[src/rtl/dse_pkg.sv]
package dse_pkg;

  localparam int PATTERN_MAX_DEF = 8;
  localparam int LENGTH_BITS_DEF = 12;

  localparam int PAT_W   = 64;
  localparam int PLEN_W  = 4;
  localparam int CHAR_W  = 8;
  localparam int SPAN_W  = 12;
  localparam int PIDX_W  = 3;

  // configuration register indexes
  localparam logic [1:0] REG_PATTERN_BYTES  = 2'd0;
  localparam logic [1:0] REG_PATTERN_LENGTH = 2'd1;
  localparam logic [1:0] REG_END_CHAR       = 2'd2;
  localparam logic [1:0] REG_MAX_SPAN       = 2'd3;

  localparam logic [PAT_W-1:0]  PATTERN_BYTES_RST  = '0;
  localparam logic [PLEN_W-1:0] PATTERN_LENGTH_RST = 4'd1;
  localparam logic [CHAR_W-1:0] END_CHAR_RST       = 8'd34;
  localparam logic [SPAN_W-1:0] MAX_SPAN_RST       = 12'd4095;

  localparam logic [CHAR_W-1:0] TEXT_END = 8'h00;

  typedef struct packed {
    logic shift;
    logic clear;
  } cell_ctl_t;

  // pending results of one input word
  typedef struct packed {
    logic              active;
    logic              is_pat;
    logic [CHAR_W-1:0] data;
    logic              close;
    logic              ovf;
    logic [PLEN_W-1:0] len;
  } burst_t;

endpackage

[src/rtl/dse_text_if.sv]
interface dse_text_if;
  logic       valid;
  logic       ready;
  logic [7:0] text_byte;
  logic       text_last;

  modport source (output valid, output text_byte, output text_last, input ready);
  modport sink   (input valid, input text_byte, input text_last, output ready);
endinterface

[src/rtl/dse_span_if.sv]
interface dse_span_if;
  logic       valid;
  logic       ready;
  logic [7:0] span_byte;
  logic       span_first;
  logic       span_final;
  logic       overflow;
  logic       run_last;

  modport source (output valid, output span_byte, output span_first, output span_final,
                  output overflow, output run_last, input ready);
  modport sink   (input valid, input span_byte, input span_first, input span_final,
                  input overflow, input run_last, output ready);
endinterface

[src/rtl/dse_cell.sv]
module dse_cell (
  input  logic                    clk,
  input  logic                    rst,
  input  dse_pkg::cell_ctl_t      ctl,
  input  logic [7:0]              in_byte,
  input  logic                    in_valid,
  input  logic [7:0]              pat_byte,
  input  logic                    care,
  output logic [7:0]              out_byte,
  output logic                    out_valid,
  output logic                    hit
);

  logic [7:0] data;
  logic       valid;

  always_ff @(posedge clk) begin
    if (rst) begin
      valid <= 1'b0;
    end else if (ctl.clear) begin
      valid <= 1'b0;
    end else if (ctl.shift) begin
      valid <= in_valid;
    end
  end

  always_ff @(posedge clk) begin
    if (ctl.shift) begin
      data <= in_byte;
    end
  end

  // compare the byte about to enter this cell
  assign hit       = !care || (in_valid && (in_byte == pat_byte));
  assign out_byte  = data;
  assign out_valid = valid;

endmodule

[src/rtl/dse_emit.sv]
module dse_emit (
  input  logic                         clk,
  input  logic                         rst,
  input  logic                         load_en,
  input  dse_pkg::burst_t              load,
  input  logic [dse_pkg::PAT_W-1:0]    pattern,
  output logic                         take,
  dse_span_if.source                   out
);

  dse_pkg::burst_t              burst;
  logic [dse_pkg::PIDX_W-1:0]   idx;
  logic                         at_last;
  logic                         fire;

  assign at_last = !burst.is_pat ||
                   ({1'b0, idx} == (burst.len - dse_pkg::PLEN_W'(1)));
  assign fire    = burst.active && out.ready;
  assign take    = !burst.active || (out.ready && at_last);

  always_ff @(posedge clk) begin
    if (rst) begin
      burst <= '0;
      idx   <= '0;
    end else if (load_en) begin
      burst <= load;
      idx   <= '0;
    end else if (fire) begin
      if (at_last) begin
        burst.active <= 1'b0;
      end else begin
        idx <= idx + dse_pkg::PIDX_W'(1);
      end
    end
  end

  always_comb begin
    out.valid      = burst.active;
    out.run_last   = at_last;
    if (burst.is_pat) begin
      out.span_byte  = pattern[{idx, 3'b000} +: 8];
      out.span_first = (idx == '0);
      out.span_final = burst.close && at_last;
      out.overflow   = burst.close && at_last;
    end else begin
      out.span_byte  = burst.data;
      out.span_first = 1'b0;
      out.span_final = burst.close;
      out.overflow   = burst.ovf;
    end
  end

endmodule

[src/rtl/delimited_span_extractor.sv]
// Delimited span extractor.
// Text words enter on the text channel (text_byte, text_last), one per cycle.
// While searching, each byte shifts into a row of compare cells; when the
// newest bytes equal the start pattern, the pattern bytes go out on the span
// channel, then every following byte up to and including end_char. A span
// closes with overflow set when it reaches max_span bytes or the text ends
// (zero byte or text_last) before the delimiter.
// The first result of a word is valid in the cycle after its acceptance.
// Throughput: one text word per cycle; a word that completes a match yields
// the clamped pattern length in result words, which the output register
// drains one per cycle while the receiver is ready, so the next text word is
// taken on the cycle the last of them leaves. A word that yields one or no
// result never holds the input while the receiver is ready.
// A stalled receiver holds the current result; the next text word is taken
// only once all results of the previous word have been taken.
// Reset clears the window, the span state and the output register, and
// restores the registers to their defaults. Configuration is written through
// cfg_we / cfg_index / cfg_data; the user must write it only while the block is idle, which the block does not enforce.
module delimited_span_extractor #(
  parameter int PATTERN_MAX = dse_pkg::PATTERN_MAX_DEF,
  parameter int LENGTH_BITS = dse_pkg::LENGTH_BITS_DEF
) (
  input  logic                        clk,
  input  logic                        rst,
  dse_text_if.sink                    text,
  dse_span_if.source                  span,
  input  logic                        cfg_we,
  input  logic [1:0]                  cfg_index,
  input  logic [dse_pkg::PAT_W-1:0]   cfg_data
);

  // compare width for span length against the limit
  localparam int CW = (LENGTH_BITS > dse_pkg::SPAN_W) ? LENGTH_BITS : dse_pkg::SPAN_W;
  localparam logic [LENGTH_BITS-1:0] CNT_MAX = {LENGTH_BITS{1'b1}};
  localparam logic [dse_pkg::PLEN_W-1:0] LEN_MAX = dse_pkg::PLEN_W'(PATTERN_MAX);

  // configuration registers
  logic [dse_pkg::PAT_W-1:0]  pattern_bytes;
  logic [dse_pkg::PLEN_W-1:0] pattern_length;
  logic [dse_pkg::CHAR_W-1:0] end_char;
  logic [dse_pkg::SPAN_W-1:0] max_span;

  always_ff @(posedge clk) begin
    if (rst) begin
      pattern_bytes  <= dse_pkg::PATTERN_BYTES_RST;
      pattern_length <= dse_pkg::PATTERN_LENGTH_RST;
      end_char       <= dse_pkg::END_CHAR_RST;
      max_span       <= dse_pkg::MAX_SPAN_RST;
    end else if (cfg_we) begin
      unique case (cfg_index)
        dse_pkg::REG_PATTERN_BYTES:  pattern_bytes  <= cfg_data;
        dse_pkg::REG_PATTERN_LENGTH: pattern_length <= cfg_data[dse_pkg::PLEN_W-1:0];
        dse_pkg::REG_END_CHAR:       end_char       <= cfg_data[dse_pkg::CHAR_W-1:0];
        dse_pkg::REG_MAX_SPAN:       max_span       <= cfg_data[dse_pkg::SPAN_W-1:0];
        default: ;
      endcase
    end
  end

  // clamp pattern length to 1..PATTERN_MAX, span limit to the counter range
  logic [dse_pkg::PLEN_W-1:0] eff_len;
  logic [CW-1:0]              limit;

  always_comb begin
    if (pattern_length == '0) begin
      eff_len = dse_pkg::PLEN_W'(1);
    end else if (pattern_length > LEN_MAX) begin
      eff_len = LEN_MAX;
    end else begin
      eff_len = pattern_length;
    end
    if (CW'(max_span) > CW'(CNT_MAX)) begin
      limit = CW'(CNT_MAX);
    end else begin
      limit = CW'(max_span);
    end
  end

  // span state
  logic                   in_span;
  logic [LENGTH_BITS-1:0] span_length;

  logic                   accept;
  logic                   take;
  logic [7:0]             b;
  logic                   last;
  logic                   match;

  assign b      = text.text_byte;
  assign last   = text.text_last;
  assign text.ready = take;
  assign accept = text.valid && take;

  // window: row of compare cells, cell 0 holds the newest byte
  dse_pkg::cell_ctl_t     ctl;
  logic [7:0]             cell_byte  [PATTERN_MAX];
  logic                   cell_valid [PATTERN_MAX];
  logic [PATTERN_MAX-1:0] cell_hit;

  for (genvar i = 0; i < PATTERN_MAX; i++) begin : g_cell
    logic [dse_pkg::PLEN_W-1:0] sel;
    logic [7:0]                 in_byte;
    logic                       in_valid;
    logic                       care;

    assign sel  = eff_len - dse_pkg::PLEN_W'(i + 1);
    assign care = dse_pkg::PLEN_W'(i) < eff_len;

    if (i == 0) begin : g_head
      assign in_byte  = b;
      assign in_valid = 1'b1;
    end else begin : g_body
      assign in_byte  = cell_byte[i-1];
      assign in_valid = cell_valid[i-1];
    end

    dse_cell u_cell (
      .clk      (clk),
      .rst      (rst),
      .ctl      (ctl),
      .in_byte  (in_byte),
      .in_valid (in_valid),
      .pat_byte (pattern_bytes[{sel[dse_pkg::PIDX_W-1:0], 3'b000} +: 8]),
      .care     (care),
      .out_byte (cell_byte[i]),
      .out_valid(cell_valid[i]),
      .hit      (cell_hit[i])
    );
  end

  assign match = &cell_hit;

  // per-word decisions
  logic [LENGTH_BITS-1:0] span_inc;
  logic                   delim;
  logic                   span_close;
  logic                   pat_close;
  logic                   in_span_next;
  logic [LENGTH_BITS-1:0] span_length_next;
  dse_pkg::burst_t        load;

  always_comb begin
    span_inc   = (span_length == CNT_MAX) ? span_length
                                          : span_length + LENGTH_BITS'(1);
    delim      = (b == end_char);
    span_close = delim || (b == dse_pkg::TEXT_END) || last || (CW'(span_inc) >= limit);
    pat_close  = last || (CW'(eff_len) >= limit);

    ctl.shift        = 1'b0;
    ctl.clear        = 1'b0;
    in_span_next     = in_span;
    span_length_next = span_length;

    load.active = 1'b0;
    load.is_pat = 1'b0;
    load.data   = b;
    load.close  = 1'b0;
    load.ovf    = 1'b0;
    load.len    = eff_len;

    if (accept) begin
      if (in_span) begin
        load.active = 1'b1;
        load.close  = span_close;
        load.ovf    = span_close && !delim;
        if (span_close) begin
          in_span_next     = 1'b0;
          span_length_next = '0;
          ctl.clear        = 1'b1;
        end else begin
          span_length_next = span_inc;
        end
      end else if (b == dse_pkg::TEXT_END) begin
        ctl.clear = 1'b1;
      end else if (match) begin
        // drop the window; the pattern bytes come from the register
        ctl.clear   = 1'b1;
        load.active = 1'b1;
        load.is_pat = 1'b1;
        load.close  = pat_close;
        load.ovf    = pat_close;
        if (pat_close) begin
          span_length_next = '0;
        end else begin
          in_span_next     = 1'b1;
          span_length_next = LENGTH_BITS'(eff_len);
        end
      end else if (last) begin
        ctl.clear = 1'b1;
      end else begin
        ctl.shift = 1'b1;
      end
    end
  end

  always_ff @(posedge clk) begin
    if (rst) begin
      in_span     <= 1'b0;
      span_length <= '0;
    end else begin
      in_span     <= in_span_next;
      span_length <= span_length_next;
    end
  end

  // output register: holds the results of one word and drains them
  dse_emit u_emit (
    .clk    (clk),
    .rst    (rst),
    .load_en(accept),
    .load   (load),
    .pattern(pattern_bytes),
    .take   (take),
    .out    (span)
  );

endmodule

[src/flat_wrapper.sv]
// flat-port wrapper written by rule: the top's interface ports become plain ports
module delimited_span_extractor_flat 
#(
  parameter int PATTERN_MAX = dse_pkg::PATTERN_MAX_DEF,
  parameter int LENGTH_BITS = dse_pkg::LENGTH_BITS_DEF
)
  (clk, rst, cfg_we, cfg_index, cfg_data, text_valid, text_text_byte, text_text_last, text_ready, span_valid, span_span_byte, span_span_first, span_span_final, span_overflow, span_run_last, span_ready);
  dse_text_if text_i ();
  dse_span_if span_i ();
  input  logic clk;
  input  logic rst;
  input  logic cfg_we;
  input  logic [1:0] cfg_index;
  input  logic [dse_pkg::PAT_W-1:0] cfg_data;
  input wire logic [$bits(text_i.valid)-1:0] text_valid;
  input wire logic [$bits(text_i.text_byte)-1:0] text_text_byte;
  input wire logic [$bits(text_i.text_last)-1:0] text_text_last;
  output wire logic [$bits(text_i.ready)-1:0] text_ready;
  output wire logic [$bits(span_i.valid)-1:0] span_valid;
  output wire logic [$bits(span_i.span_byte)-1:0] span_span_byte;
  output wire logic [$bits(span_i.span_first)-1:0] span_span_first;
  output wire logic [$bits(span_i.span_final)-1:0] span_span_final;
  output wire logic [$bits(span_i.overflow)-1:0] span_overflow;
  output wire logic [$bits(span_i.run_last)-1:0] span_run_last;
  input wire logic [$bits(span_i.ready)-1:0] span_ready;
  assign text_i.valid = text_valid;
  assign text_i.text_byte = text_text_byte;
  assign text_i.text_last = text_text_last;
  assign text_ready = text_i.ready;
  assign span_valid = span_i.valid;
  assign span_span_byte = span_i.span_byte;
  assign span_span_first = span_i.span_first;
  assign span_span_final = span_i.span_final;
  assign span_overflow = span_i.overflow;
  assign span_run_last = span_i.run_last;
  assign span_i.ready = span_ready;
  delimited_span_extractor #(.PATTERN_MAX(PATTERN_MAX), .LENGTH_BITS(LENGTH_BITS)) u_core (.clk(clk), .rst(rst), .text(text_i), .span(span_i), .cfg_we(cfg_we), .cfg_index(cfg_index), .cfg_data(cfg_data));
endmodule
[config.mk]
export PLATFORM = sky130hd
export DESIGN_NAME = delimited_span_extractor_flat
export DESIGN_NICKNAME = d
export VERILOG_FILES = /design/src/rtl/dse_pkg.sv /design/src/rtl/dse_text_if.sv /design/src/rtl/dse_span_if.sv /design/src/rtl/dse_cell.sv /design/src/rtl/dse_emit.sv /design/src/rtl/delimited_span_extractor.sv /design/src/flat_wrapper.sv
export SDC_FILE = /design/constraint.sdc
export NUM_CORES = 1
export LEC_CHECK = 0
export BUFFER_PORTS_ARGS = -buffer_cell sky130_fd_sc_hd__buf_2
export CAP_MARGIN = 20
export CORE_UTILIZATION = 48
export DETAILED_ROUTE_END_ITERATION = 16
export PLACE_DENSITY = 0.67
export SLEW_MARGIN = 0
export SYNTH_ARGS = -nofsm -noshare
export SYNTH_HDL_FRONTEND = slang
export SYNTH_SLANG_ARGS = --single-unit
export TNS_END_PERCENT = 1
[constraint.sdc]
create_clock -name clk -period 6.82 [get_ports clk]
set_clock_uncertainty 0.1 [all_clocks]
set_input_delay 0.682 -clock clk [delete_from_list [all_inputs] [get_ports clk]]
set_output_delay 0.682 -clock clk [all_outputs]
set_load 0.05 [all_outputs]
==> run_summary.xml, run 1 <==
<?xml version="1.0" encoding="UTF-8"?>
<metrics>
  <group name="floorplan">
    <metric name="io-pin-count" unit="">94</metric>
    <metric name="core.rowCount" unit="">56</metric>
    <metric name="starting_density_of_the_core" unit="">0.493</metric>
    <metric name="chipWidth" unit="um">158</metric>
    <metric name="placeableCoreArea" unit="sq um">23700</metric>
    <metric name="dieArea" unit="sq um">24900</metric>
    <metric name="die_height" unit="um">158</metric>
  </group>
  <group name="critical_path">
    <metric name="setup.reg_to_reg.worst_slack" unit="ns">1.0</metric>
    <metric name="crit_path_frequent_cell" unit="">sky130_fd_sc_hd__buf_4</metric>
    <metric name="worst_r2r_startpoint" unit="">u_core.pattern_length[1]</metric>
    <metric name="slowest_stage" unit="">sky130_fd_sc_hd__dfxtp_1</metric>
    <metric name="crit_path_start" unit="">u_core.pattern_length[1]</metric>
    <metric name="timing_worst_setup_path_type" unit="">reg -&gt; reg</metric>
    <metric name="rr_endpoint" unit="">u_core.g_cell[1].u_cell.out_byte[6]</metric>
    <metric name="worstSetupStartpointType" unit="">register</metric>
    <metric name="cp.arrival" unit="ns">5.83</metric>
    <metric name="required" unit="ns">6.83</metric>
    <metric name="timing.critical_path.cells" unit="">o21ba_1, nor2_8, inv_6, ha_1, mux4_2, xor2_1, nand3_1, nor4_1, o311ai_1, nor3_2, buf_4, nor2_4, buf_4</metric>
    <metric name="r2r.worst_path.cells" unit="">13</metric>
    <metric name="setup.worst_path.end_class" unit="">register</metric>
    <metric name="cpPeakStageDelay" unit="ns">0.85</metric>
    <metric name="path_max_fanout" unit="">56</metric>
  </group>
  <group name="synth">
    <metric name="syn_area_per_cell" unit="sq um">9.50</metric>
    <metric name="seq_area_frac_synth" unit="">0.362</metric>
    <metric name="synth_nets" unit="">1332</metric>
    <metric name="synthesis.instances" unit="">1228</metric>
    <metric name="dominant_cell_type_by_area_after_synthesis" unit="">sky130_fd_sc_hd__dfxtp_1</metric>
    <metric name="yosys.cell_types.count" unit="">72</metric>
    <metric name="synth_adder_area_share" unit="">0.0257</metric>
    <metric name="synth.area.mux_share" unit="">0.200</metric>
    <metric name="synth_top_cells_by_count" unit="">sky130_fd_sc_hd__nand2_1 (217), sky130_fd_sc_hd__dfxtp_1 (127), sky130_fd_sc_hd__a21oi_1 (101)</metric>
    <metric name="synth_simple_gate_area_frac" unit="">0.153</metric>
    <metric name="ys_seq_elements" unit="">183</metric>
    <metric name="post_synth_main_area_contributors" unit="">sky130_fd_sc_hd__dfxtp_1 (22%), sky130_fd_sc_hd__edfxtp_1 (14%), sky130_fd_sc_hd__mux4_2 (12%)</metric>
    <metric name="synth-edff-count" unit="">56</metric>
    <metric name="yosysMostFrequentCell" unit="">sky130_fd_sc_hd__nand2_1</metric>
    <metric name="synth_top_area_frac" unit="">0.218</metric>
    <metric name="yosysWarningCount" unit="">0</metric>
    <metric name="syn-cell-area" unit="sq um">11700</metric>
    <metric name="synthXorXnorAreaFrac" unit="">0.0615</metric>
    <metric name="synth_top_family_by_area" unit="">multiplexers</metric>
    <metric name="primary_ff_master_synth" unit="">sky130_fd_sc_hd__dfxtp_1</metric>
    <metric name="share_of_the_synthesized_area_in_compound_gates_ao_oa_aoi_oai" unit="">0.151</metric>
    <metric name="proportion_of_register_bits_with_asynchronous_set_or_reset_after_synthesis" unit="">0</metric>
  </group>
  <group name="sta">
    <metric name="peak_clock_frequency_supported_by_timing" unit="MHz">172</metric>
    <metric name="setup_total_negative_slack" unit="ns">0</metric>
    <metric name="tightest_slew" unit="ns">0.959</metric>
    <metric name="final_hold_viol_count" unit="">0</metric>
    <metric name="slew_violations" unit="">0</metric>
    <metric name="setup_viol_count_final" unit="">0</metric>
    <metric name="layout_worst_path_cycle_share" unit="">0.854</metric>
    <metric name="post-route-min-period" unit="ns">5.82</metric>
    <metric name="timing.max_slew.rel_slack" unit="">0.360</metric>
    <metric name="grt_setup_unrepaired" unit="">no</metric>
    <metric name="holdWs" unit="ns">0.360</metric>
  </group>
  <group name="clock_tree">
    <metric name="cts_setup_buffers" unit="">0</metric>
    <metric name="clockBufferDepth" unit="">2</metric>
    <metric name="clock_insertion_delay_worst_skew" unit="ns">0.45</metric>
    <metric name="htree_levels" unit="">4</metric>
    <metric name="number_of_buffers_added_by_the_clock_tree_synthesis_step" unit="">17</metric>
    <metric name="cts_hold_buf" unit="">0</metric>
    <metric name="cts.sinks" unit="">183</metric>
    <metric name="post_cts.resized_instances" unit="">0</metric>
    <metric name="tritoncts" unit="">yes</metric>
    <metric name="root_buffer" unit="">sky130_fd_sc_hd__clkbuf_16</metric>
    <metric name="clkSlewWorstSetupHoldPaths" unit="ns">0.08</metric>
  </group>
  <group name="hold_path">
    <metric name="whs_endpoint" unit="">u_core.u_emit.burst[8]</metric>
    <metric name="min_path_cells" unit="">2</metric>
    <metric name="hold_path_class" unit="">reg -&gt; reg</metric>
    <metric name="min-delay-start" unit="">u_core.u_emit.burst[8]</metric>
  </group>
  <group name="routing">
    <metric name="final_antenna_net_count" unit="">0</metric>
    <metric name="remaining_drc_errors" unit="">0</metric>
    <metric name="drt-initial-drc-count" unit="">1281</metric>
    <metric name="per_cell_via_count_in_the_routed_design" unit="">6.40</metric>
    <metric name="finalWirelength" unit="um">37400</metric>
    <metric name="route.detailed.wl_per_inst" unit="um">23.3</metric>
    <metric name="firstDrtPassIters" unit="">6</metric>
    <metric name="num_vias" unit="">10200</metric>
  </group>
  <group name="global_routing">
    <metric name="grt_antenna_before_repair" unit="">0</metric>
    <metric name="grt_max_degree" unit="">84</metric>
    <metric name="track_usage" unit="">0.312</metric>
    <metric name="gr-total-overflow" unit="">0</metric>
    <metric name="via_count_of_the_first_global_routing_pass" unit="">9462</metric>
    <metric name="grt_first_pass_wirelength" unit="um">57400</metric>
  </group>
  <group name="power">
    <metric name="total_power_of_the_final_layout" unit="mW">2.59</metric>
    <metric name="power.density" unit="nW/um^2">201</metric>
    <metric name="irDropWorstVdd" unit="uV">144</metric>
    <metric name="total_leakage_power" unit="nW">4.86</metric>
  </group>
  <group name="run_status">
    <metric name="outcome" unit="">complete, no violations</metric>
  </group>
  <group name="placed_design">
    <metric name="gpl.final_weighted_congestion" unit="">1.05</metric>
    <metric name="dpl.hpwl" unit="um">26900</metric>
    <metric name="port_buffers" unit="">93</metric>
    <metric name="placed_area" unit="sq um">12300</metric>
  </group>
  <group name="layout">
    <metric name="num-fill-cells" unit="">2181</metric>
    <metric name="stdcell_area" unit="sq um">12900</metric>
    <metric name="multiInputGateArea" unit="sq um">6910</metric>
    <metric name="nNetsFinal" unit="">1374</metric>
    <metric name="area.growth.synth_to_final" unit="%">10.8</metric>
    <metric name="antenna_cells_inserted" unit="">0</metric>
    <metric name="fraction_of_final_layout_cells_sized_beyond_drive_strength_1" unit="">0.189</metric>
    <metric name="seq_area" unit="sq um">4230</metric>
  </group>
  <group name="flow_run">
    <metric name="maxCapViolations" unit="">0</metric>
  </group>
</metrics>
[sequential cells by signal, summed over array words and instances (netlist names), 3 cells and up]
register	count
u_core.u_emit.idx	3
u_core.u_emit.burst	15
u_core.span_length	12
u_core.pattern_bytes	64
u_core.max_span	12
u_core.end_char	8
u_core.g_cell.u_cell.out_byte	56
u_core.pattern_length	4
u_core.g_cell.u_cell.out_valid	7
[through the flow]
| stage | utilization | cells | setup WS, ns |
|---|---|---|---|
| 2_1_floorplan | - | 1228 | 0.141 |
| 3_3_place_gp | 0.518 | 1567 | 1.18 |
| 3_5_place_dp | 0.518 | 1567 | 1.03 |
| 4_1_cts | 0.544 | 1599 | 0.994 |
| 5_1_grt | 0.546 | 1602 | 0.714 |
| 6_report | 0.546 | 1602 | 0.999 |
[worst max-delay path: cells and delay by family (launching register included)]
kind / cells / cell delay [ns]
DFF: 1 / 0.85
buffers and inverters: 3 / 1.04
adders and majority gates: 1 / 0.77
AOI/OAI and AO/OA: 2 / 0.81
and+or+nand+nor: 5 / 1.08
xor gates and xnor gates: 1 / 0.14
muxes: 1 / 0.62
[layout by cell type (no fill, tap or decap), drive strengths merged, types with 14 or more instances in the layout]
| cell type | synthesis | layout |
|---|---|---|
| mux2 | 14 | 14 |
| o211ai | 14 | 14 |
| dfxtp | 127 | 127 |
| xnor2 | 29 | 29 |
| a21oi | 101 | 101 |
| nand3 | 19 | 19 |
| mux4 | 60 | 60 |
| ha | 24 | 24 |
| nand2 | 217 | 217 |
| clkbuf | 62 | 19 |
| o21ai | 28 | 28 |
| inv | 36 | 44 |
| mux2i | 82 | 82 |
| edfxtp | 56 | 56 |
| nor2 | 48 | 48 |
| xor2 | 52 | 52 |
| a31oi | 19 | 19 |
| nor3 | 20 | 20 |
| buf | 30 | 114 |
[routing by layer]
metal  GRT usage  vias up  routed length (um)
met1       0.447     5017               16300
met3      0.0750       81                3590
met2       0.449      557               16100
met5           0        -                   0
li1            -     4594                   -
met4       0.123        0                1410
[worst max path at each step]
| stage | endpoint | slack (ns) | depth (start not counted) |
|---|---|---|---|
| global placement | u_core.g_cell[1].u_cell.out_byte[5] | 1.18 | 13 |
| floorplan | u_core.g_cell[0].u_cell.out_byte[0] | 0.14 | 18 |
| global route | u_core.g_cell[1].u_cell.out_byte[6] | 0.71 | 13 |
| CTS | u_core.g_cell[1].u_cell.out_byte[3] | 0.99 | 14 |
| finish | u_core.g_cell[1].u_cell.out_byte[6] | 1.0 | 13 |
| detailed placement | u_core.g_cell[1].u_cell.out_byte[1] | 1.03 | 14 |
[where the power goes]
part | internal, mW | total [mW] | leakage [nW] | switching, mW
sequential | 1.16 | 1.21 | 1.56 | 0.0480
clock | 0.513 | 1.01 | 0.293 | 0.498
combinational | 0.146 | 0.371 | 3.01 | 0.226
[kinds of logic (layout without fill, tap and decap cells)]
family          count (synthesis)  after routing
simple gates                  389            389
compound gates                267            267
flops                         183            183
mux                           156            156
buf+inv                       128            183
xor+xnor                       81             81
fa+ha+maj                      24             24
[final cells by class]
class	instances	share of cell area
Clock inverter	14	0.0116
Multi-Input combinational cell	917	0.534
Tap cell	319	0.0309
Clock buffer	18	0.0348
Sequential cell	183	0.327
Inverter	36	0.0108
Timing Repair Buffer	115	0.0509
Note: power is estimated with default switching activity, not from simulation.
==> run 2: changes to the inputs <==
--- a/config.mk
+++ b/config.mk
@@ -10,8 +10,9 @@
 export CORE_UTILIZATION = 48
 export DETAILED_ROUTE_END_ITERATION = 16
 export PLACE_DENSITY = 0.67
-export SLEW_MARGIN = 0
+export SLEW_MARGIN = 20
 export SYNTH_ARGS = -nofsm -noshare
 export SYNTH_HDL_FRONTEND = slang
+export SYNTH_HIERARCHICAL = 1
 export SYNTH_SLANG_ARGS = --single-unit
 export TNS_END_PERCENT = 1
==> run_summary.xml, run 2 <==
<?xml version="1.0" encoding="UTF-8"?>
<metrics>
  <group name="power">
    <metric name="total_leakage_power" unit="nW">5.18</metric>
    <metric name="total_power_of_the_final_layout" unit="mW">2.53</metric>
    <metric name="cellInternalPower" unit="mW">1.84</metric>
    <metric name="clock_power_share" unit="">0.389</metric>
    <metric name="power.density" unit="nW/um^2">204</metric>
    <metric name="irDropWorstVdd" unit="uV">159</metric>
    <metric name="power_switching" unit="mW">0.684</metric>
    <metric name="power_switching_share" unit="">0.271</metric>
    <metric name="p_comb_frac" unit="">0.136</metric>
    <metric name="power_frac_seq" unit="">0.475</metric>
  </group>
  <group name="clock_tree">
    <metric name="tritoncts" unit="">yes</metric>
    <metric name="clkSlewWorstSetupHoldPaths" unit="ns">0.07</metric>
    <metric name="cts_hold_buf" unit="">0</metric>
    <metric name="cts.sinks" unit="">183</metric>
    <metric name="htree_levels" unit="">4</metric>
    <metric name="cts_setup_buffers" unit="">0</metric>
    <metric name="post_cts.resized_instances" unit="">0</metric>
    <metric name="root_buffer" unit="">sky130_fd_sc_hd__clkbuf_16</metric>
    <metric name="clockBufferDepth" unit="">2</metric>
    <metric name="number_of_buffers_added_by_the_clock_tree_synthesis_step" unit="">17</metric>
    <metric name="clock_insertion_delay_worst_skew" unit="ns">0.44</metric>
  </group>
  <group name="global_routing">
    <metric name="track_usage" unit="">0.263</metric>
    <metric name="via_count_of_the_first_global_routing_pass" unit="">8310</metric>
    <metric name="gr-total-overflow" unit="">0</metric>
    <metric name="grt_antenna_before_repair" unit="">0</metric>
    <metric name="grt_first_pass_wirelength" unit="um">47500</metric>
    <metric name="grt_max_degree" unit="">100</metric>
  </group>
  <group name="layout">
    <metric name="fraction_of_final_layout_cells_sized_beyond_drive_strength_1" unit="">0.165</metric>
    <metric name="number_of_flip_flops_under_the_largest_register_name" unit="">64</metric>
    <metric name="num-fill-cells" unit="">2116</metric>
    <metric name="register_containing_the_most_flip_flops_in_the_final_layout" unit="">u_core/pattern_bytes</metric>
    <metric name="area.growth.synth_to_final" unit="%">10.5</metric>
    <metric name="antenna_cells_inserted" unit="">0</metric>
    <metric name="nNetsFinal" unit="">1423</metric>
    <metric name="layout.cells.most_common" unit="">sky130_fd_sc_hd__nand2_1</metric>
    <metric name="mostFrequentLayoutCells" unit="">sky130_fd_sc_hd__nand2_1 (333), sky130_fd_sc_hd__mux2i_1 (133), sky130_fd_sc_hd__dfxtp_1 (127)</metric>
  </group>
  <group name="floorplan">
    <metric name="io-pin-count" unit="">94</metric>
    <metric name="core.rowCount" unit="">55</metric>
    <metric name="dieArea" unit="sq um">23900</metric>
    <metric name="die_height" unit="um">155</metric>
    <metric name="starting_density_of_the_core" unit="">0.492</metric>
    <metric name="placeableCoreArea" unit="sq um">22800</metric>
    <metric name="chipWidth" unit="um">155</metric>
  </group>
  <group name="placed_design">
    <metric name="port_buffers" unit="">93</metric>
    <metric name="gpl.final_weighted_congestion" unit="">1.03</metric>
    <metric name="dpl.hpwl" unit="um">23000</metric>
  </group>
  <group name="critical_path">
    <metric name="path_max_fanout" unit="">65</metric>
    <metric name="setup.worst_path.end_class" unit="">register</metric>
    <metric name="timing_worst_setup_path_type" unit="">reg -&gt; reg</metric>
    <metric name="worstSetupStartpointType" unit="">register</metric>
    <metric name="required" unit="ns">6.84</metric>
    <metric name="cp.arrival" unit="ns">5.11</metric>
  </group>
  <group name="synth">
    <metric name="syn-cell-area" unit="sq um">11200</metric>
    <metric name="yosysWarningCount" unit="">6</metric>
    <metric name="synthesis.instances" unit="">1275</metric>
    <metric name="syn_area_per_cell" unit="sq um">8.78</metric>
  </group>
  <group name="flow_run">
    <metric name="maxCapViolations" unit="">0</metric>
  </group>
  <group name="sta">
    <metric name="post-route-min-period" unit="ns">5.09</metric>
    <metric name="tightest_slew" unit="ns">1.15</metric>
    <metric name="peak_clock_frequency_supported_by_timing" unit="MHz">196</metric>
    <metric name="grt_setup_unrepaired" unit="">no</metric>
    <metric name="setup_viol_count_final" unit="">0</metric>
    <metric name="setup_total_negative_slack" unit="ns">0</metric>
    <metric name="final_hold_viol_count" unit="">0</metric>
    <metric name="layout_worst_path_cycle_share" unit="">0.746</metric>
    <metric name="slew_violations" unit="">0</metric>
    <metric name="timing.max_slew.rel_slack" unit="">0.234</metric>
  </group>
  <group name="routing">
    <metric name="drt-initial-drc-count" unit="">900</metric>
    <metric name="firstDrtPassIters" unit="">5</metric>
    <metric name="final_antenna_net_count" unit="">0</metric>
    <metric name="remaining_drc_errors" unit="">0</metric>
    <metric name="num_vias" unit="">9287</metric>
    <metric name="finalWirelength" unit="um">30900</metric>
    <metric name="route.detailed.wl_per_inst" unit="um">18.8</metric>
    <metric name="per_cell_via_count_in_the_routed_design" unit="">5.64</metric>
  </group>
  <group name="hold_path">
    <metric name="hold_path_class" unit="">in -&gt; reg</metric>
  </group>
  <group name="run_status">
    <metric name="outcome" unit="">complete, no violations</metric>
  </group>
</metrics>
## run 2: changes by cell type in the layout (fill, tap and decap cells not counted), sizes merged, moves of 16 or more
| cell | before | now |
|---|---|---|
| a31oi | 19 | 3 |
| mux2 | 14 | 34 |
| mux2i | 82 | 133 |
| mux4 | 60 | 16 |
| nand2 | 217 | 333 |
| nand3 | 19 | 49 |
| xnor2 | 29 | 73 |
| xor2 | 52 | 10 |
## run 2: path summary, 6_finish.rpt
| path | start | to | slack (ns) | cells past startpoint |
|---|---|---|---|---|
| setup / recovery | u_core/pattern_length[3] | u_core/g_cell[1].u_cell/out_byte[0] | 1.73 | 14 |
| hold / removal | cfg_data[9] | u_core/max_span[9] | 0.36 | 2 |
| hold reg to reg | u_core/g_cell[4].u_cell/out_byte[1] | u_core/g_cell[5].u_cell/out_byte[1] | 0.37 | 0 |
| setup reg to reg | u_core/pattern_length[3] | u_core/g_cell[1].u_cell/out_byte[0] | 1.73 | 14 |
## run 2: per-stage QoR
stage	setup WS, ns	area (sq um)	util	hold WS, ns	std cells
6_report	1.73	12400	0.543	0.362	1647
5_1_grt	1.33	12400	0.543	0.354	1647
4_1_cts	1.76	12400	0.542	0.355	1646
3_5_place_dp	1.75	11800	0.517	0.356	1614
3_3_place_gp	1.84	11800	0.517	0.347	1614
2_1_floorplan	1.31	11200	-	0.336	1276
## run 2: area by class of cell
| class | count | area, sq um | area share |
|---|---|---|---|
| multi-input cells | 983 | 6490 | 0.525 |
| flip-flops and latches | 183 | 4220 | 0.341 |
| repair buffers | 106 | 573 | 0.0463 |
| clock buffers | 23 | 488 | 0.0394 |
| well taps | 313 | 392 | 0.0317 |
| inverters | 30 | 113 | 0.00910 |
| clock inverters | 9 | 91.3 | 0.00738 |
## run 2: power by group through the flow
stage / logic [mW] / registers [mW] / clock network [mW]
2_1_floorplan: 0.246 / 1.21 / 0
3_3_place_gp: 0.331 / 1.22 / 0
3_5_place_dp: 0.337 / 1.23 / 0
4_1_cts: 0.339 / 1.20 / 0.996
5_1_grt: 0.373 / 1.21 / 1.04
6_report: 0.343 / 1.20 / 0.983
## run 2: per-layer routing
layer  up-vias  wire length [um]  global-route usage  share of wire
met4         0               716              0.0797          0.023
met3        31              2510              0.0614          0.081
met2       336             13200               0.375           0.43
li1       4503                 -                   -              -
met5         -                 0                   0              0
met1      4417             14500               0.391           0.47
## run 2: critical path: stages (launching register included)
cell and delay [ns]:
sky130_fd_sc_hd__dfxtp_1 0.68, sky130_fd_sc_hd__nand2b_2 0.25, sky130_fd_sc_hd__buf_4 0.51, sky130_fd_sc_hd__ha_1 0.24, sky130_fd_sc_hd__buf_4 0.44, sky130_fd_sc_hd__mux2i_1 0.18, sky130_fd_sc_hd__mux2_2 0.30, sky130_fd_sc_hd__xnor2_1 0.14
sky130_fd_sc_hd__nand4_1 0.16, sky130_fd_sc_hd__o31ai_2 0.09, sky130_fd_sc_hd__nand4_1 0.12, sky130_fd_sc_hd__nor2_1 0.07, sky130_fd_sc_hd__nor4_1 0.30, sky130_fd_sc_hd__and2_2 0.81, sky130_fd_sc_hd__buf_4 0.36
==> run 3: changes to the inputs <==
--- a/config.mk
+++ b/config.mk
@@ -9,7 +9,7 @@
 export CAP_MARGIN = 20
 export CORE_UTILIZATION = 48
 export DETAILED_ROUTE_END_ITERATION = 16
-export PLACE_DENSITY = 0.67
+export PLACE_DENSITY = 0.64
 export SLEW_MARGIN = 20
 export SYNTH_ARGS = -nofsm -noshare
 export SYNTH_HDL_FRONTEND = slang
==> constraint.sdc (replaced) <==
create_clock -name clk -period 5 [get_ports clk]
set_clock_uncertainty 0.1 [all_clocks]
set_input_delay 0.5 -clock clk [delete_from_list [all_inputs] [get_ports clk]]
set_output_delay 0.5 -clock clk [all_outputs]
set_load 0.05 [all_outputs]
==> run_summary.xml, run 3 (synthesized netlist as in run 2, its figures left out) <==
<?xml version="1.0" encoding="UTF-8"?>
<metrics>
  <group name="run_status">
    <metric name="outcome" unit="">complete, no violations</metric>
  </group>
  <group name="global_routing">
    <metric name="gr-total-overflow" unit="">0</metric>
    <metric name="grt_antenna_before_repair" unit="">0</metric>
    <metric name="track_usage" unit="">0.267</metric>
    <metric name="grt_first_pass_wirelength" unit="um">48400</metric>
    <metric name="grt_max_degree" unit="">97</metric>
    <metric name="via_count_of_the_first_global_routing_pass" unit="">8392</metric>
  </group>
  <group name="clock_tree">
    <metric name="cts_setup_buffers" unit="">0</metric>
    <metric name="cts.sinks" unit="">183</metric>
    <metric name="clkSlewWorstSetupHoldPaths" unit="ns">0.08</metric>
    <metric name="tritoncts" unit="">yes</metric>
    <metric name="number_of_buffers_added_by_the_clock_tree_synthesis_step" unit="">17</metric>
    <metric name="cts_hold_buf" unit="">0</metric>
    <metric name="clockBufferDepth" unit="">2</metric>
    <metric name="htree_levels" unit="">4</metric>
    <metric name="post_cts.resized_instances" unit="">0</metric>
    <metric name="clock_insertion_delay_worst_skew" unit="ns">0.43</metric>
    <metric name="root_buffer" unit="">sky130_fd_sc_hd__clkbuf_16</metric>
  </group>
  <group name="sta">
    <metric name="final_hold_viol_count" unit="">0</metric>
    <metric name="setup_total_negative_slack" unit="ns">0</metric>
    <metric name="peak_clock_frequency_supported_by_timing" unit="MHz">229</metric>
    <metric name="slew_violations" unit="">0</metric>
    <metric name="setup_viol_count_final" unit="">0</metric>
    <metric name="post-route-min-period" unit="ns">4.36</metric>
    <metric name="layout_worst_path_cycle_share" unit="">0.872</metric>
    <metric name="timing.max_slew.rel_slack" unit="">0.341</metric>
    <metric name="tightest_slew" unit="ns">0.989</metric>
    <metric name="grt_setup_unrepaired" unit="">no</metric>
  </group>
  <group name="layout">
    <metric name="antenna_cells_inserted" unit="">0</metric>
    <metric name="area.growth.synth_to_final" unit="%">11.1</metric>
    <metric name="instances_no_fill" unit="">1650</metric>
    <metric name="layout.cells.most_common" unit="">sky130_fd_sc_hd__nand2_1</metric>
    <metric name="fraction_of_final_layout_cells_sized_beyond_drive_strength_1" unit="">0.168</metric>
    <metric name="mostFrequentLayoutCells" unit="">sky130_fd_sc_hd__nand2_1 (333), sky130_fd_sc_hd__mux2i_1 (133), sky130_fd_sc_hd__dfxtp_1 (127)</metric>
    <metric name="number_of_flip_flops_under_the_largest_register_name" unit="">64</metric>
    <metric name="register_containing_the_most_flip_flops_in_the_final_layout" unit="">u_core/pattern_bytes</metric>
    <metric name="nNetsFinal" unit="">1426</metric>
    <metric name="stdcell_area" unit="sq um">12400</metric>
  </group>
  <group name="hold_path">
    <metric name="hold_path_class" unit="">in -&gt; reg</metric>
    <metric name="whs_endpoint" unit="">u_core/pattern_bytes[22]</metric>
    <metric name="min_path_cells" unit="">3</metric>
    <metric name="min-delay-start" unit="">cfg_data[22]</metric>
  </group>
  <group name="placed_design">
    <metric name="placed_area" unit="sq um">11800</metric>
    <metric name="place.detailed.instances" unit="">1618</metric>
    <metric name="gpl.final_weighted_congestion" unit="">0.933</metric>
    <metric name="port_buffers" unit="">93</metric>
    <metric name="dpl.hpwl" unit="um">22900</metric>
  </group>
  <group name="power">
    <metric name="power_frac_seq" unit="">0.471</metric>
    <metric name="irDropWorstVdd" unit="uV">214</metric>
    <metric name="cellInternalPower" unit="mW">2.51</metric>
    <metric name="total_leakage_power" unit="nW">5.23</metric>
    <metric name="power.density" unit="nW/um^2">280</metric>
    <metric name="power_switching" unit="mW">0.974</metric>
    <metric name="p_comb_frac" unit="">0.134</metric>
    <metric name="power_switching_share" unit="">0.279</metric>
    <metric name="clock_power_share" unit="">0.395</metric>
    <metric name="total_power_of_the_final_layout" unit="mW">3.49</metric>
  </group>
  <group name="floorplan">
    <metric name="core.rowCount" unit="">55</metric>
    <metric name="placeableCoreArea" unit="sq um">22800</metric>
    <metric name="die_height" unit="um">155</metric>
    <metric name="starting_density_of_the_core" unit="">0.492</metric>
    <metric name="io-pin-count" unit="">94</metric>
    <metric name="dieArea" unit="sq um">23900</metric>
    <metric name="chipWidth" unit="um">155</metric>
  </group>
  <group name="critical_path">
    <metric name="worst_r2r_startpoint" unit="">u_core/pattern_length[3]</metric>
    <metric name="cp.arrival" unit="ns">4.60</metric>
    <metric name="slowest_stage" unit="">sky130_fd_sc_hd__dfxtp_1</metric>
    <metric name="rr_endpoint" unit="">u_core/span_length[3]</metric>
    <metric name="timing.critical_path.cells" unit="">nand2b_2, inv_2, buf_12, nand2_1, nand2_1, o21ai_0, mux2i_1, xnor2_1, nand4_1, o31ai_2, nand4_1, a211oi_1, o21a_1, buf_4, nor2_1, a311oi_1</metric>
    <metric name="worstSetupStartpointType" unit="">register</metric>
    <metric name="cpPeakStageDelay" unit="ns">0.72</metric>
    <metric name="r2r.worst_path.cells" unit="">16</metric>
    <metric name="cpLargestDelayFamily" unit="">compound AO/OA/AOI/OAI gates</metric>
    <metric name="cp_num_buf_inv" unit="">3</metric>
    <metric name="path_max_fanout" unit="">65</metric>
    <metric name="timing_worst_setup_path_type" unit="">reg -&gt; reg</metric>
    <metric name="required" unit="ns">5.24</metric>
    <metric name="setup.worst_path.end_class" unit="">register</metric>
    <metric name="setup.reg_to_reg.worst_slack" unit="ns">0.64</metric>
  </group>
  <group name="flow_run">
    <metric name="maxCapViolations" unit="">0</metric>
  </group>
  <group name="routing">
    <metric name="num_vias" unit="">9302</metric>
    <metric name="remaining_drc_errors" unit="">0</metric>
    <metric name="finalWirelength" unit="um">31300</metric>
    <metric name="drt-initial-drc-count" unit="">1095</metric>
    <metric name="firstDrtPassIters" unit="">5</metric>
    <metric name="final_antenna_net_count" unit="">0</metric>
    <metric name="route.detailed.wl_per_inst" unit="um">19.0</metric>
    <metric name="per_cell_via_count_in_the_routed_design" unit="">5.64</metric>
  </group>
</metrics>
## run 3: how the worst max path moves through the flow
| stage | start | to | slack, ns | depth (start not counted) |
|---|---|---|---|---|
| 4_1_cts | u_core/pattern_length[3] | u_core/span_length[3] | 0.71 | 14 |
| 2_1_floorplan | u_core/pattern_length[2] | u_core/g_cell[1].u_cell/out_valid | 0.20 | 21 |
| 3_5_place_dp | u_core/pattern_length[3] | u_core/span_length[2] | 0.77 | 14 |
| 3_3_place_gp | u_core/pattern_length[3] | u_core/span_length[7] | 0.87 | 13 |
| 5_1_grt | u_core/pattern_length[3] | u_core/g_cell[1].u_cell/out_valid | 0.37 | 17 |
| 6_report | u_core/pattern_length[3] | u_core/span_length[3] | 0.64 | 16 |
## run 3: layout make-up
| type | instances | area (sq um) |
|---|---|---|
| Fill cell | 2135 | 10300 |
| Multi-Input combinational cell | 983 | 6490 |
| Sequential cell | 183 | 4220 |
| Timing Repair Buffer | 109 | 626 |
| Clock buffer | 21 | 503 |
| Tap cell | 313 | 392 |
| Inverter | 30 | 113 |
| Clock inverter | 11 | 96.3 |
## run 3: power groups by stage
stage	Combinational (mW)	Sequential [mW]	Clock, mW
floorplan	0.335	1.65	0
finish	0.466	1.64	1.38
detailed placement	0.459	1.67	0
global route	0.506	1.65	1.45
global placement	0.453	1.67	0
CTS	0.462	1.64	1.40
## run 3: worst register-to-register path, stage by stage (launching register included)
cell	delay, ns
sky130_fd_sc_hd__dfxtp_1	0.72
sky130_fd_sc_hd__nand2b_2	0.29
sky130_fd_sc_hd__inv_2	0.08
sky130_fd_sc_hd__buf_12	0.19
sky130_fd_sc_hd__nand2_1	0.16
sky130_fd_sc_hd__nand2_1	0.05
sky130_fd_sc_hd__o21ai_0	0.56
sky130_fd_sc_hd__mux2i_1	0.22
sky130_fd_sc_hd__xnor2_1	0.20
sky130_fd_sc_hd__nand4_1	0.16
sky130_fd_sc_hd__o31ai_2	0.30
sky130_fd_sc_hd__nand4_1	0.21
sky130_fd_sc_hd__a211oi_1	0.28
sky130_fd_sc_hd__o21a_1	0.29
sky130_fd_sc_hd__buf_4	0.20
sky130_fd_sc_hd__nor2_1	0.04
sky130_fd_sc_hd__a311oi_1	0.24
## run 3: stage by stage
| step | setup slack, ns | hold WS (ns) | util |
|---|---|---|---|
| global placement | 0.872 | 0.350 | 0.520 |
| detailed placement | 0.766 | 0.359 | 0.520 |
| CTS | 0.714 | 0.180 | 0.546 |
| global route | 0.374 | 0.197 | 0.546 |
| floorplan | 0.199 | 0.336 | - |
| finish | 0.640 | 0.197 | 0.546 |
## run 3: per-layer routing
metal,up-vias,routed length (um),global-route usage
met3,49,2040,0.0406
li1,4507,-,-
met5,-,0,0
met2,317,13000,0.379
met1,4429,15400,0.408
met4,0,831,0.0891
